## src/rtl/coff_pkg.sv

```systemverilog
package coff_pkg;

    localparam int FRAME_W  = 16;
    localparam int SIDE_W   = 2;
    localparam int STRIKE_W = 41;
    localparam int STAMP_W  = 62;
    localparam int AGE_W    = STRIKE_W + 1;
    localparam int DIFF_W   = STRIKE_W + 2;
    localparam int ID_W     = 32;
    localparam int IN_W     = 248;
    localparam int OUT_W    = 48;

    localparam logic [SIDE_W-1:0] SIDE_POS = 2'b01;
    localparam logic [SIDE_W-1:0] SIDE_NEG = 2'b11;

    typedef enum logic [1:0] {
        ST_ACCEPTED  = 2'd0,
        ST_INVALID   = 2'd1,
        ST_STALE     = 2'd2,
        ST_DUPLICATE = 2'd3
    } status_t;

    typedef enum logic [2:0] {
        RSN_OK        = 3'd0,
        RSN_FRAME     = 3'd1,
        RSN_SIDE      = 3'd2,
        RSN_BAD_VALUE = 3'd3,
        RSN_EXPIRED   = 3'd4,
        RSN_OLD_TASK  = 3'd5,
        RSN_SIDE_CHG  = 3'd6,
        RSN_REVISION  = 3'd7
    } reason_t;

    typedef struct packed {
        reason_t               early;
        logic [SIDE_W-1:0]     side;
        logic [STRIKE_W-1:0]   strike;
        logic [AGE_W-1:0]      age;
        logic [ID_W-1:0]       task_num;
        logic [ID_W-1:0]       rev_num;
    } entry_t;

endpackage

```

## src/rtl/command_order_freshness_filter_top.sv

```systemverilog
// channel   dir  handshake          payload
// s_        in   s_tvalid/s_tready  s_tdata, 248 bits, one command request
// m_        out  m_tvalid/m_tready  m_tdata, 48 bits, one verdict request
// cfg_      in   cfg_we             cfg_wdata, expected frame code
//
// one request per cycle sustained while m_tready stays high
// front computes the stateless checks and transit age, back does the state checks
// a verdict passes through the queue register and then the verdict output register
// reset clears the queue, the task history and the frame code to zero
// s_tready drops only when the queue is full, the back stalls on m_tready alone
module command_order_freshness_filter_top import coff_pkg::*; #(
    parameter int QUEUE_DEPTH = 2
) (
    input  logic               aclk,
    input  logic               aresetn,
    input  logic               cfg_we,
    input  logic [FRAME_W-1:0] cfg_wdata,
    input  logic               s_tvalid,
    output logic               s_tready,
    // frame_code, strike_side, values_finite, strike_time_ns, source_stamp,
    // now_stamp, task_number, revision_number
    input  logic [IN_W-1:0]    s_tdata,
    output logic               m_tvalid,
    input  logic               m_tready,
    // status, reason_code, adjusted_strike_ns, zero pad
    output logic [OUT_W-1:0]   m_tdata
);

    entry_t              front_entry;
    entry_t              q_head;
    logic                q_full;
    logic                q_empty;
    logic                q_pop;
    status_t             out_status;
    reason_t             out_reason;
    logic [STRIKE_W-1:0] out_adj;

    assign s_tready = !q_full;

    coff_front u_front (
        .aclk      (aclk),
        .aresetn   (aresetn),
        .cfg_we    (cfg_we),
        .cfg_wdata (cfg_wdata),
        .in_data   (s_tdata),
        .entry     (front_entry)
    );

    coff_queue #(
        .DEPTH (QUEUE_DEPTH)
    ) u_queue (
        .aclk       (aclk),
        .aresetn    (aresetn),
        .push       (s_tvalid && s_tready),
        .push_entry (front_entry),
        .full       (q_full),
        .pop        (q_pop),
        .empty      (q_empty),
        .head       (q_head)
    );

    coff_back u_back (
        .aclk       (aclk),
        .aresetn    (aresetn),
        .q_empty    (q_empty),
        .q_head     (q_head),
        .q_pop      (q_pop),
        .out_valid  (m_tvalid),
        .out_ready  (m_tready),
        .out_status (out_status),
        .out_reason (out_reason),
        .out_adj    (out_adj)
    );

    assign m_tdata = {2'b00, out_adj, out_reason, out_status};

endmodule

```

## src/rtl/coff_front.sv

```systemverilog
module coff_front import coff_pkg::*; (
    input  logic               aclk,
    input  logic               aresetn,
    input  logic               cfg_we,
    input  logic [FRAME_W-1:0] cfg_wdata,
    input  logic [IN_W-1:0]    in_data,
    output entry_t             entry
);

    logic [FRAME_W-1:0]  exp_frame_reg;
    logic [FRAME_W-1:0]  frame;
    logic [SIDE_W-1:0]   side;
    logic                finite;
    logic [STRIKE_W-1:0] strike;
    logic [STAMP_W-1:0]  src;
    logic [STAMP_W-1:0]  now;
    logic [STAMP_W:0]    span;
    logic [STAMP_W-1:0]  age_full;

    always_ff @(posedge aclk) begin
        if (!aresetn) begin
            exp_frame_reg <= '0;
        end else if (cfg_we) begin
            exp_frame_reg <= cfg_wdata;
        end
    end

    assign frame  = in_data[15:0];
    assign side   = in_data[17:16];
    assign finite = in_data[18];
    assign strike = in_data[59:19];
    assign src    = in_data[121:60];
    assign now    = in_data[183:122];

    assign span = {1'b0, now} - {1'b0, src};

    always_comb begin
        if (src != '0 && !span[STAMP_W]) begin
            age_full = span[STAMP_W-1:0];
        end else begin
            age_full = '0;
        end
    end

    always_comb begin
        entry.side     = side;
        entry.strike   = strike;
        entry.task_num = in_data[215:184];
        entry.rev_num  = in_data[247:216];
        // clamp age, anything this large saturates the result anyway
        if (age_full[STAMP_W-1:STRIKE_W] != '0) begin
            entry.age = {1'b1, {STRIKE_W{1'b0}}};
        end else begin
            entry.age = {1'b0, age_full[STRIKE_W-1:0]};
        end
        if (frame != exp_frame_reg) begin
            entry.early = RSN_FRAME;
        end else if (side != SIDE_POS && side != SIDE_NEG) begin
            entry.early = RSN_SIDE;
        end else if (!finite || strike[STRIKE_W-1]) begin
            entry.early = RSN_BAD_VALUE;
        end else begin
            entry.early = RSN_OK;
        end
    end

endmodule

```

## src/rtl/coff_queue.sv

```systemverilog
module coff_queue import coff_pkg::*; #(
    parameter int DEPTH = 2
) (
    input  logic   aclk,
    input  logic   aresetn,
    input  logic   push,
    input  entry_t push_entry,
    output logic   full,
    input  logic   pop,
    output logic   empty,
    output entry_t head
);

    localparam int PTR_W = (DEPTH > 1) ? $clog2(DEPTH) : 1;
    localparam int CNT_W = $clog2(DEPTH + 1);

    entry_t             slot_reg [DEPTH];
    logic [PTR_W-1:0]   wr_ptr_reg, wr_ptr_next;
    logic [PTR_W-1:0]   rd_ptr_reg, rd_ptr_next;
    logic [CNT_W-1:0]   count_reg, count_next;

    assign full  = (count_reg == CNT_W'(DEPTH));
    assign empty = (count_reg == '0);
    assign head  = slot_reg[rd_ptr_reg];

    always_comb begin
        wr_ptr_next = wr_ptr_reg;
        rd_ptr_next = rd_ptr_reg;
        count_next  = count_reg;
        if (push) begin
            wr_ptr_next = (wr_ptr_reg == PTR_W'(DEPTH - 1)) ? '0 : wr_ptr_reg + 1'b1;
        end
        if (pop) begin
            rd_ptr_next = (rd_ptr_reg == PTR_W'(DEPTH - 1)) ? '0 : rd_ptr_reg + 1'b1;
        end
        if (push && !pop) begin
            count_next = count_reg + 1'b1;
        end else if (pop && !push) begin
            count_next = count_reg - 1'b1;
        end
    end

    always_ff @(posedge aclk) begin
        if (!aresetn) begin
            wr_ptr_reg <= '0;
            rd_ptr_reg <= '0;
            count_reg  <= '0;
        end else begin
            wr_ptr_reg <= wr_ptr_next;
            rd_ptr_reg <= rd_ptr_next;
            count_reg  <= count_next;
        end
    end

    always_ff @(posedge aclk) begin
        if (push) begin
            slot_reg[wr_ptr_reg] <= push_entry;
        end
    end

endmodule

```

## src/rtl/coff_back.sv

```systemverilog
module coff_back import coff_pkg::*; (
    input  logic                aclk,
    input  logic                aresetn,
    input  logic                q_empty,
    input  entry_t              q_head,
    output logic                q_pop,
    output logic                out_valid,
    input  logic                out_ready,
    output status_t             out_status,
    output reason_t             out_reason,
    output logic [STRIKE_W-1:0] out_adj
);

    logic                task_seen_reg, task_seen_next;
    logic [ID_W-1:0]     last_task_reg, last_task_next;
    logic [ID_W-1:0]     last_rev_reg, last_rev_next;
    logic [SIDE_W-1:0]   locked_side_reg, locked_side_next;

    logic                valid_reg;
    status_t             status_reg, status_next;
    reason_t             reason_reg, reason_next;
    logic [STRIKE_W-1:0] adj_reg, adj_next;

    logic [DIFF_W-1:0]   diff;
    logic [STRIKE_W-1:0] adj_sat;
    logic                expired;
    logic                accept;

    assign q_pop = !q_empty && (!valid_reg || out_ready);

    assign diff = {2'b00, q_head.strike} - {1'b0, q_head.age};
    assign expired = diff[DIFF_W-1] || (diff == '0);

    always_comb begin
        if (diff[DIFF_W-1] && !(diff[DIFF_W-2] && diff[DIFF_W-3])) begin
            adj_sat = {1'b1, {(STRIKE_W-1){1'b0}}};
        end else begin
            adj_sat = diff[STRIKE_W-1:0];
        end
    end

    always_comb begin
        accept      = 1'b0;
        status_next = ST_INVALID;
        reason_next = q_head.early;
        adj_next    = adj_sat;
        if (q_head.early != RSN_OK) begin
            adj_next = '0;
        end else if (expired) begin
            status_next = ST_STALE;
            reason_next = RSN_EXPIRED;
        end else if (task_seen_reg && q_head.task_num < last_task_reg) begin
            status_next = ST_STALE;
            reason_next = RSN_OLD_TASK;
        end else if (task_seen_reg && q_head.task_num == last_task_reg
                     && q_head.side != locked_side_reg) begin
            status_next = ST_INVALID;
            reason_next = RSN_SIDE_CHG;
        end else if (task_seen_reg && q_head.task_num == last_task_reg
                     && q_head.rev_num <= last_rev_reg) begin
            status_next = (q_head.rev_num == last_rev_reg) ? ST_DUPLICATE : ST_STALE;
            reason_next = RSN_REVISION;
        end else begin
            accept      = 1'b1;
            status_next = ST_ACCEPTED;
            reason_next = RSN_OK;
        end
    end

    always_comb begin
        task_seen_next   = task_seen_reg;
        last_task_next   = last_task_reg;
        last_rev_next    = last_rev_reg;
        locked_side_next = locked_side_reg;
        if (q_pop && accept) begin
            if (!task_seen_reg || q_head.task_num > last_task_reg) begin
                last_task_next   = q_head.task_num;
                locked_side_next = q_head.side;
            end
            last_rev_next  = q_head.rev_num;
            task_seen_next = 1'b1;
        end
    end

    always_ff @(posedge aclk) begin
        if (!aresetn) begin
            task_seen_reg   <= 1'b0;
            last_task_reg   <= '0;
            last_rev_reg    <= '0;
            locked_side_reg <= '0;
            valid_reg       <= 1'b0;
        end else begin
            task_seen_reg   <= task_seen_next;
            last_task_reg   <= last_task_next;
            last_rev_reg    <= last_rev_next;
            locked_side_reg <= locked_side_next;
            if (q_pop) begin
                valid_reg <= 1'b1;
            end else if (out_ready) begin
                valid_reg <= 1'b0;
            end
        end
    end

    always_ff @(posedge aclk) begin
        if (q_pop) begin
            status_reg <= status_next;
            reason_reg <= reason_next;
            adj_reg    <= adj_next;
        end
    end

    assign out_valid  = valid_reg;
    assign out_status = status_reg;
    assign out_reason = reason_reg;
    assign out_adj    = adj_reg;

endmodule

```

## config.mk

```make
export PLATFORM = sky130hd
export DESIGN_NAME = command_order_freshness_filter_top
export DESIGN_NICKNAME = d
export VERILOG_FILES = /design/src/rtl/coff_pkg.sv /design/src/rtl/command_order_freshness_filter_top.sv /design/src/rtl/coff_front.sv /design/src/rtl/coff_queue.sv /design/src/rtl/coff_back.sv
export SDC_FILE = /design/constraint.sdc
export NUM_CORES = 1
export LEC_CHECK = 0
export ABC_AREA = 0
export BUFFER_PORTS_ARGS = -buffer_cell sky130_fd_sc_hd__buf_4
export CAP_MARGIN = 20
export CORE_MARGIN = 2
export CORE_UTILIZATION = 53
export CTS_CLUSTER_SIZE = 28
export DETAILED_ROUTE_END_ITERATION = 6
export PLACE_DENSITY = 0.86
export SLEW_MARGIN = 10
export SYNTH_ARGS = -nofsm -noshare
export SYNTH_HDL_FRONTEND = slang
export SYNTH_SLANG_ARGS = --single-unit
```

## constraint.sdc

```tcl
create_clock -name aclk -period 8.35 [get_ports aclk]
set_clock_uncertainty 0.05 [all_clocks]
set_input_delay 1.67 -clock aclk [delete_from_list [all_inputs] [get_ports aclk]]
set_output_delay 1.67 -clock aclk [all_outputs]
set_load 0.1 [all_outputs]
```

# Word-level counts from Yosys, hierarchy flattened
# Memory sizes are Yosys's and may differ from the RTL's. A register that Yosys moved wholly into a read port is not among the register bits.
# Index checks and enable logic that the tools add are counted.
# op_classes
div	0
n_addsub	6
bitwise_logic	0
n_reduce_logical	35
n_eq_ne	7
mul	0
shift	0
n_lt_le_gt_ge	3
mux	31
# ops
operator	count
$eq 32x32->1	2
$sub 62x62->63	1
$mux 62	1
$reduce_bool 62->1	1
$logic_not 43->1	1
$sub 41x42->43	1
$mux 42	1
$mux 41	1
$gt 32x32->1	1
$le 32x32->1	1
$lt 32x32->1	1
$mux 3	7
$reduce_bool 21->1	1
$ne 16x16->1	1
$mux 1	14
$mux 2	7
$logic_and 1x1->1	13
$logic_not 1->1	9
$logic_or 1x1->1	4
$reduce_bool 2->1	2
$reduce_bool 3->1	1
$add 1x1->1 const B	2
$add 2x1->2 const B	1
$eq 2x2->1 const B	1
other kinds (7)	7
# word_totals
mem_count	1
rom_bits	0
inputBits	269
ramBits	304
latch_bits	0
word_cells	96
register_bits	134
output_inout_bits	50
# mem_list
name	depth	width	read_ports	rd_clocked_by_memory_dff	write_ports	line_no	text
u_queue.slot_reg	2	152	1	1	1	coff_queue.sv:17	entry_t slot_reg [DEPTH];

# Depth between registers and ports, before layout
# depth
depth_word	10
mapped_depth	20
mapped_depth_nobuf	15

# Hierarchy
# Synthesis repeated with hierarchy kept, for this count alone.
# unflattened
hier_cells	2671
hier_area_um2	28104.5
# modules_own_cells
mod	area_each_um2	n_inst	cells_each
coff_queue	11504.8	1	495
coff_back	9286.4	1	1121
coff_front	7284.5	1	1050
command_order_freshness_filter_top	28.8	1	5

# Least setup slack after synthesis
# No wires, ideal clock.
# synth_timing
path_type	input to register
startpoint	in s_tvalid
endpoint	mem u_queue.slot_reg[0][0] (netlist bit) (enable)
slack_ns	-0.450
path_stages	2
arrival_time_ns	8.084
t_required_ns	7.634
path_cell_list	nand2_1 -> nor2_1
# synth_between
elab_chain_cells	3
# synth_lines
element	line_no	text
start: declaration	command_order_freshness_filter_top.sv:18	input logic s_tvalid,
$logic_and 1x1->1	command_order_freshness_filter_top.sv:54	.push (s_tvalid && s_tready),
$mux 1	coff_queue.sv:56	if (push) begin
$mux 1 (implied by the code)	coff_queue.sv:57	slot_reg[wr_ptr_reg] <= push_entry;
end: declaration	coff_queue.sv:17	
# No other way between the ends.

==> flow_metrics.py <==
metrics = {
    "yosys": {
        "ys_async_sr_fraction": 0,
        "yosys.area_share.simple": 0.127,
        "synthCells": 2338,
        "ys.flop_type": "edfxtp_1",
        "synth_xor_area_frac": 0.0351,
        "synth_enable_flop_cells": 348,
        "yosysUniqueCellTypes": 86,
        "avgSynthCellArea_um2": 10.8,
        "synth_seq_area_share": 0.485,
        "synthesis.area_um2": 25200,
        "ys_seq_elements": 437,
        "synth_top_family_by_area": "compound AO/OA/AOI/OAI gates",
        "ys.warnings.count": 0,
        "synth_mux_area_frac": 0.0725,
        "synthAdderAreaFrac": 0.0849,
        "synth-compound-area-share": 0.154,
    },
    "global_routing": {
        "grt.total_usage": 0.276,
        "grt_pass1_wl_um": 109000,
        "grt_remaining_overflow": 0,
        "grt_pass1_vias": 20200,
        "antenna_found_initial": 4,
        "grt_max_degree": 90,
    },
    "cts": {
        "cts_hold_repair.buffers": 0,
        "cts_resized": 0,
        "h-tree-depth": 2,
        "clock_sinks": 437,
        "path_clk_slew_ps": 60,
        "cts_setup_buffers": 0,
        "clock_latency_ps": 550,
        "cts_tree": "done",
        "cts_max_path_buffers": 3,
        "cts_made_buffers": 42,
        "root_buffer": "clkbuf_16",
    },
    "die": {
        "die_w_um": 222,
        "core_um2": 46800,
        "ioPinCount": 319,
        "fp.dieH_um": 222,
        "dieArea_um2": 49400,
        "rows": 79,
        "start_util": 0.539,
    },
    "placement": {
        "place_congestion": 1.01,
        "dp_hpwl_um": 52500,
        "port_buffers": 316,
        "place_area_um2": 28000,
        "dp_cells": 3163,
    },
    "run_status": {
        "status": "finished, final reports clean",
    },
    "power": {
        "p_leak_uw": 0.0112,
        "p_seq_frac": 0.324,
        "sw_frac_of_total": 0.418,
        "p_total_uw": 8750,
        "pwr-share-clk": 0.214,
        "power.density_nw_per_um2": 297,
        "switching_power_uw": 3660,
        "p_int_uw": 5100,
        "ir_worst_vdd_uv": 166,
        "combPwrFrac": 0.462,
    },
    "critical_path": {
        "critPathMaxFanout": 54,
        "critPathArrivalTime_ps": 6890,
        "startpoint_type": "register",
        "worstRegToRegCells": 15,
        "critPathRequiredTime_ps": 8760,
        "critPathCaptureType": "register",
        "critical_path_class": "register to register",
    },
    "final_layout": {
        "nets": 3042,
        "synthToLayoutAreaGrowth_pct": 16.9,
        "drive_above_1_share": 0.211,
        "stdcell_area_um2": 29500,
        "layoutNonFillerInstCount": 3244,
        "utilization": 0.631,
        "fillCellCount": 3599,
        "largest_reg_flops": 302,
    },
    "route": {
        "detail-route-antenna-nets": 0,
        "drc": 0,
        "wl_um": 69700,
        "vias_per_cell": 6.13,
        "vias": 19900,
        "drt_iter0_drc": 1703,
        "avgRoutedWirePerCell_um": 21.5,
        "firstDrtPassIters": 6,
    },
    "timing": {
        "finalSetupViolCount": 0,
        "timing.final.crit_period_ps": 6480,
        "finalHoldViolCount": 0,
        "maxSlewViolCount": 0,
        "rsz0062_at_grt": "no",
        "tns_ps": 0,
        "max_freq_ghz": 0.154,
        "relSlewSlack": 0.292,
        "period_share": 0.776,
        "tightestPinTransition_ps": 1060,
    },
    "job": {
        "cap_violations": 0,
    },
    "hold_path": {
        "hold_path_class": "register to register",
        "hold_depth": 2,
    },
}
==> path summary, 6_finish.rpt <==
check / from / endpoint / slack (ps)
setup / recovery: register / u_back.last_rev_reg[23] / 1870
hold / removal: u_back.last_rev_reg[1] / u_back.last_rev_reg[1] / 420
setup reg to reg: register / u_back.last_rev_reg[23] / 1870
hold reg to reg: u_back.last_rev_reg[1] / u_back.last_rev_reg[1] / 420
==> power by group through the flow <==
stage / clock network (uW) / registers (uW) / logic [uW]
4_1_cts: 1900 / 2840 / 3980
2_1_floorplan: 0 / 3510 / 2250
5_1_grt: 1980 / 2860 / 4340
3_3_place_gp: 0 / 2860 / 3880
3_5_place_dp: 0 / 2880 / 3950
6_report: 1870 / 2830 / 4040
==> kinds of logic after synthesis <==
logic type                 Yosys count
AOI/OAI and AO/OA                  600
and+or+nand+nor                    589
DFF                                437
buffers and inverters              270
adders and majority gates          170
muxes                              170
xor gates and xnor gates           101
other                                1
==> worst max-delay path: stages, from the launching register on <==
cell	delay, ps
dfxtp_4	840
mux2_2	440
ha_1	240
fa_1	430
nor2b_1	210
o2111a_1	310
nor2_1	130
a211oi_1	660
o21ai_0	190
nor4b_1	430
nand4b_1	150
nor4_1	530
and4_2	780
buf_4	480
o31ai_1	180
a21oi_1	240
==> synth_stat cells, types with 7 or more instances <==
library cell | instances | area, um2
xnor2_1 | 60 | 526
a31oi_1 | 23 | 144
inv_1 | 158 | 593
nor2_1 | 130 | 488
or3_1 | 8 | 50.1
nand3_1 | 41 | 205
nand4_1 | 69 | 432
buf_1 | 15 | 56.3
nor2b_1 | 25 | 156
mux2i_1 | 68 | 681
o21a_1 | 21 | 158
nand2b_1 | 13 | 81.3
xor2_1 | 41 | 359
o311a_1 | 32 | 320
nor3_1 | 14 | 70.1
a211oi_1 | 23 | 173
nor4_2 | 31 | 388
o211ai_1 | 13 | 97.6
o31ai_1 | 35 | 263
a221oi_1 | 7 | 61.3
edfxtp_1 | 348 | 10500
or2_2 | 11 | 68.8
o21bai_1 | 15 | 113
clkbuf_1 | 88 | 330
o21ai_0 | 132 | 661
dfxtp_1 | 89 | 1780
nor4_1 | 31 | 194
ha_1 | 168 | 2100
and4_1 | 9 | 78.8
and3_1 | 10 | 62.6
a21o_1 | 48 | 360
a21oi_1 | 182 | 911
nand2_1 | 150 | 563
mux2_2 | 102 | 1150
and2_1 | 18 | 113
==> per-layer routing <==
metal,track usage,vias up,wire [um]
li1,-,9323,-
met1,0.349,9572,28300
met3,0.0378,135,4560
met4,0.0867,4,1890
met2,0.491,853,34900
met5,0,-,23
==> final cells by class <==
| class | instances | area [um2] | share of cell area |
|---|---|---|---|
| inverter | 158 | 593 | 0.0201 |
| antenna | 2 | 5.00 | 0.000170 |
| timing repair buffer | 332 | 2560 | 0.0868 |
| clock inverter | 14 | 123 | 0.00416 |
| clock buffer | 62 | 1240 | 0.0421 |
| multi-input combinational | 1632 | 12000 | 0.406 |
| sequential | 437 | 12200 | 0.415 |
| tap | 607 | 759 | 0.0258 |
==> cell usage in the layout, fill, tap and decap left out, types with 13 or more instances in the layout <==
master,count
edfxtp_1,348
buf_4,328
a21oi_1,182
ha_1,168
inv_1,157
nand2_1,150
o21ai_0,132
nor2_1,129
mux2_2,102
dfxtp_1,88
nand4_1,69
mux2i_1,68
xnor2_1,60
a21o_1,48
clkbuf_16,45
nand3_1,41
xor2_1,41
o31ai_1,35
o311a_1,32
nor4_1,31
nor4_2,31
nor2b_1,25
a31oi_1,23
a211oi_1,23
o21a_1,21
and2_1,18
o21bai_1,15
nor3_1,14
nand2b_1,13
o211ai_1,13
==> through the flow <==
stage                     hold slack, ps  worst slack [ps]
after floorplan                      383              2120
after global placement               393              1820
after detailed placement             405              1680
after CTS                            410              1810
after global routing                 432              1480
final                                416              1870
No activity file was read; power rests on OpenSTA's default activity.
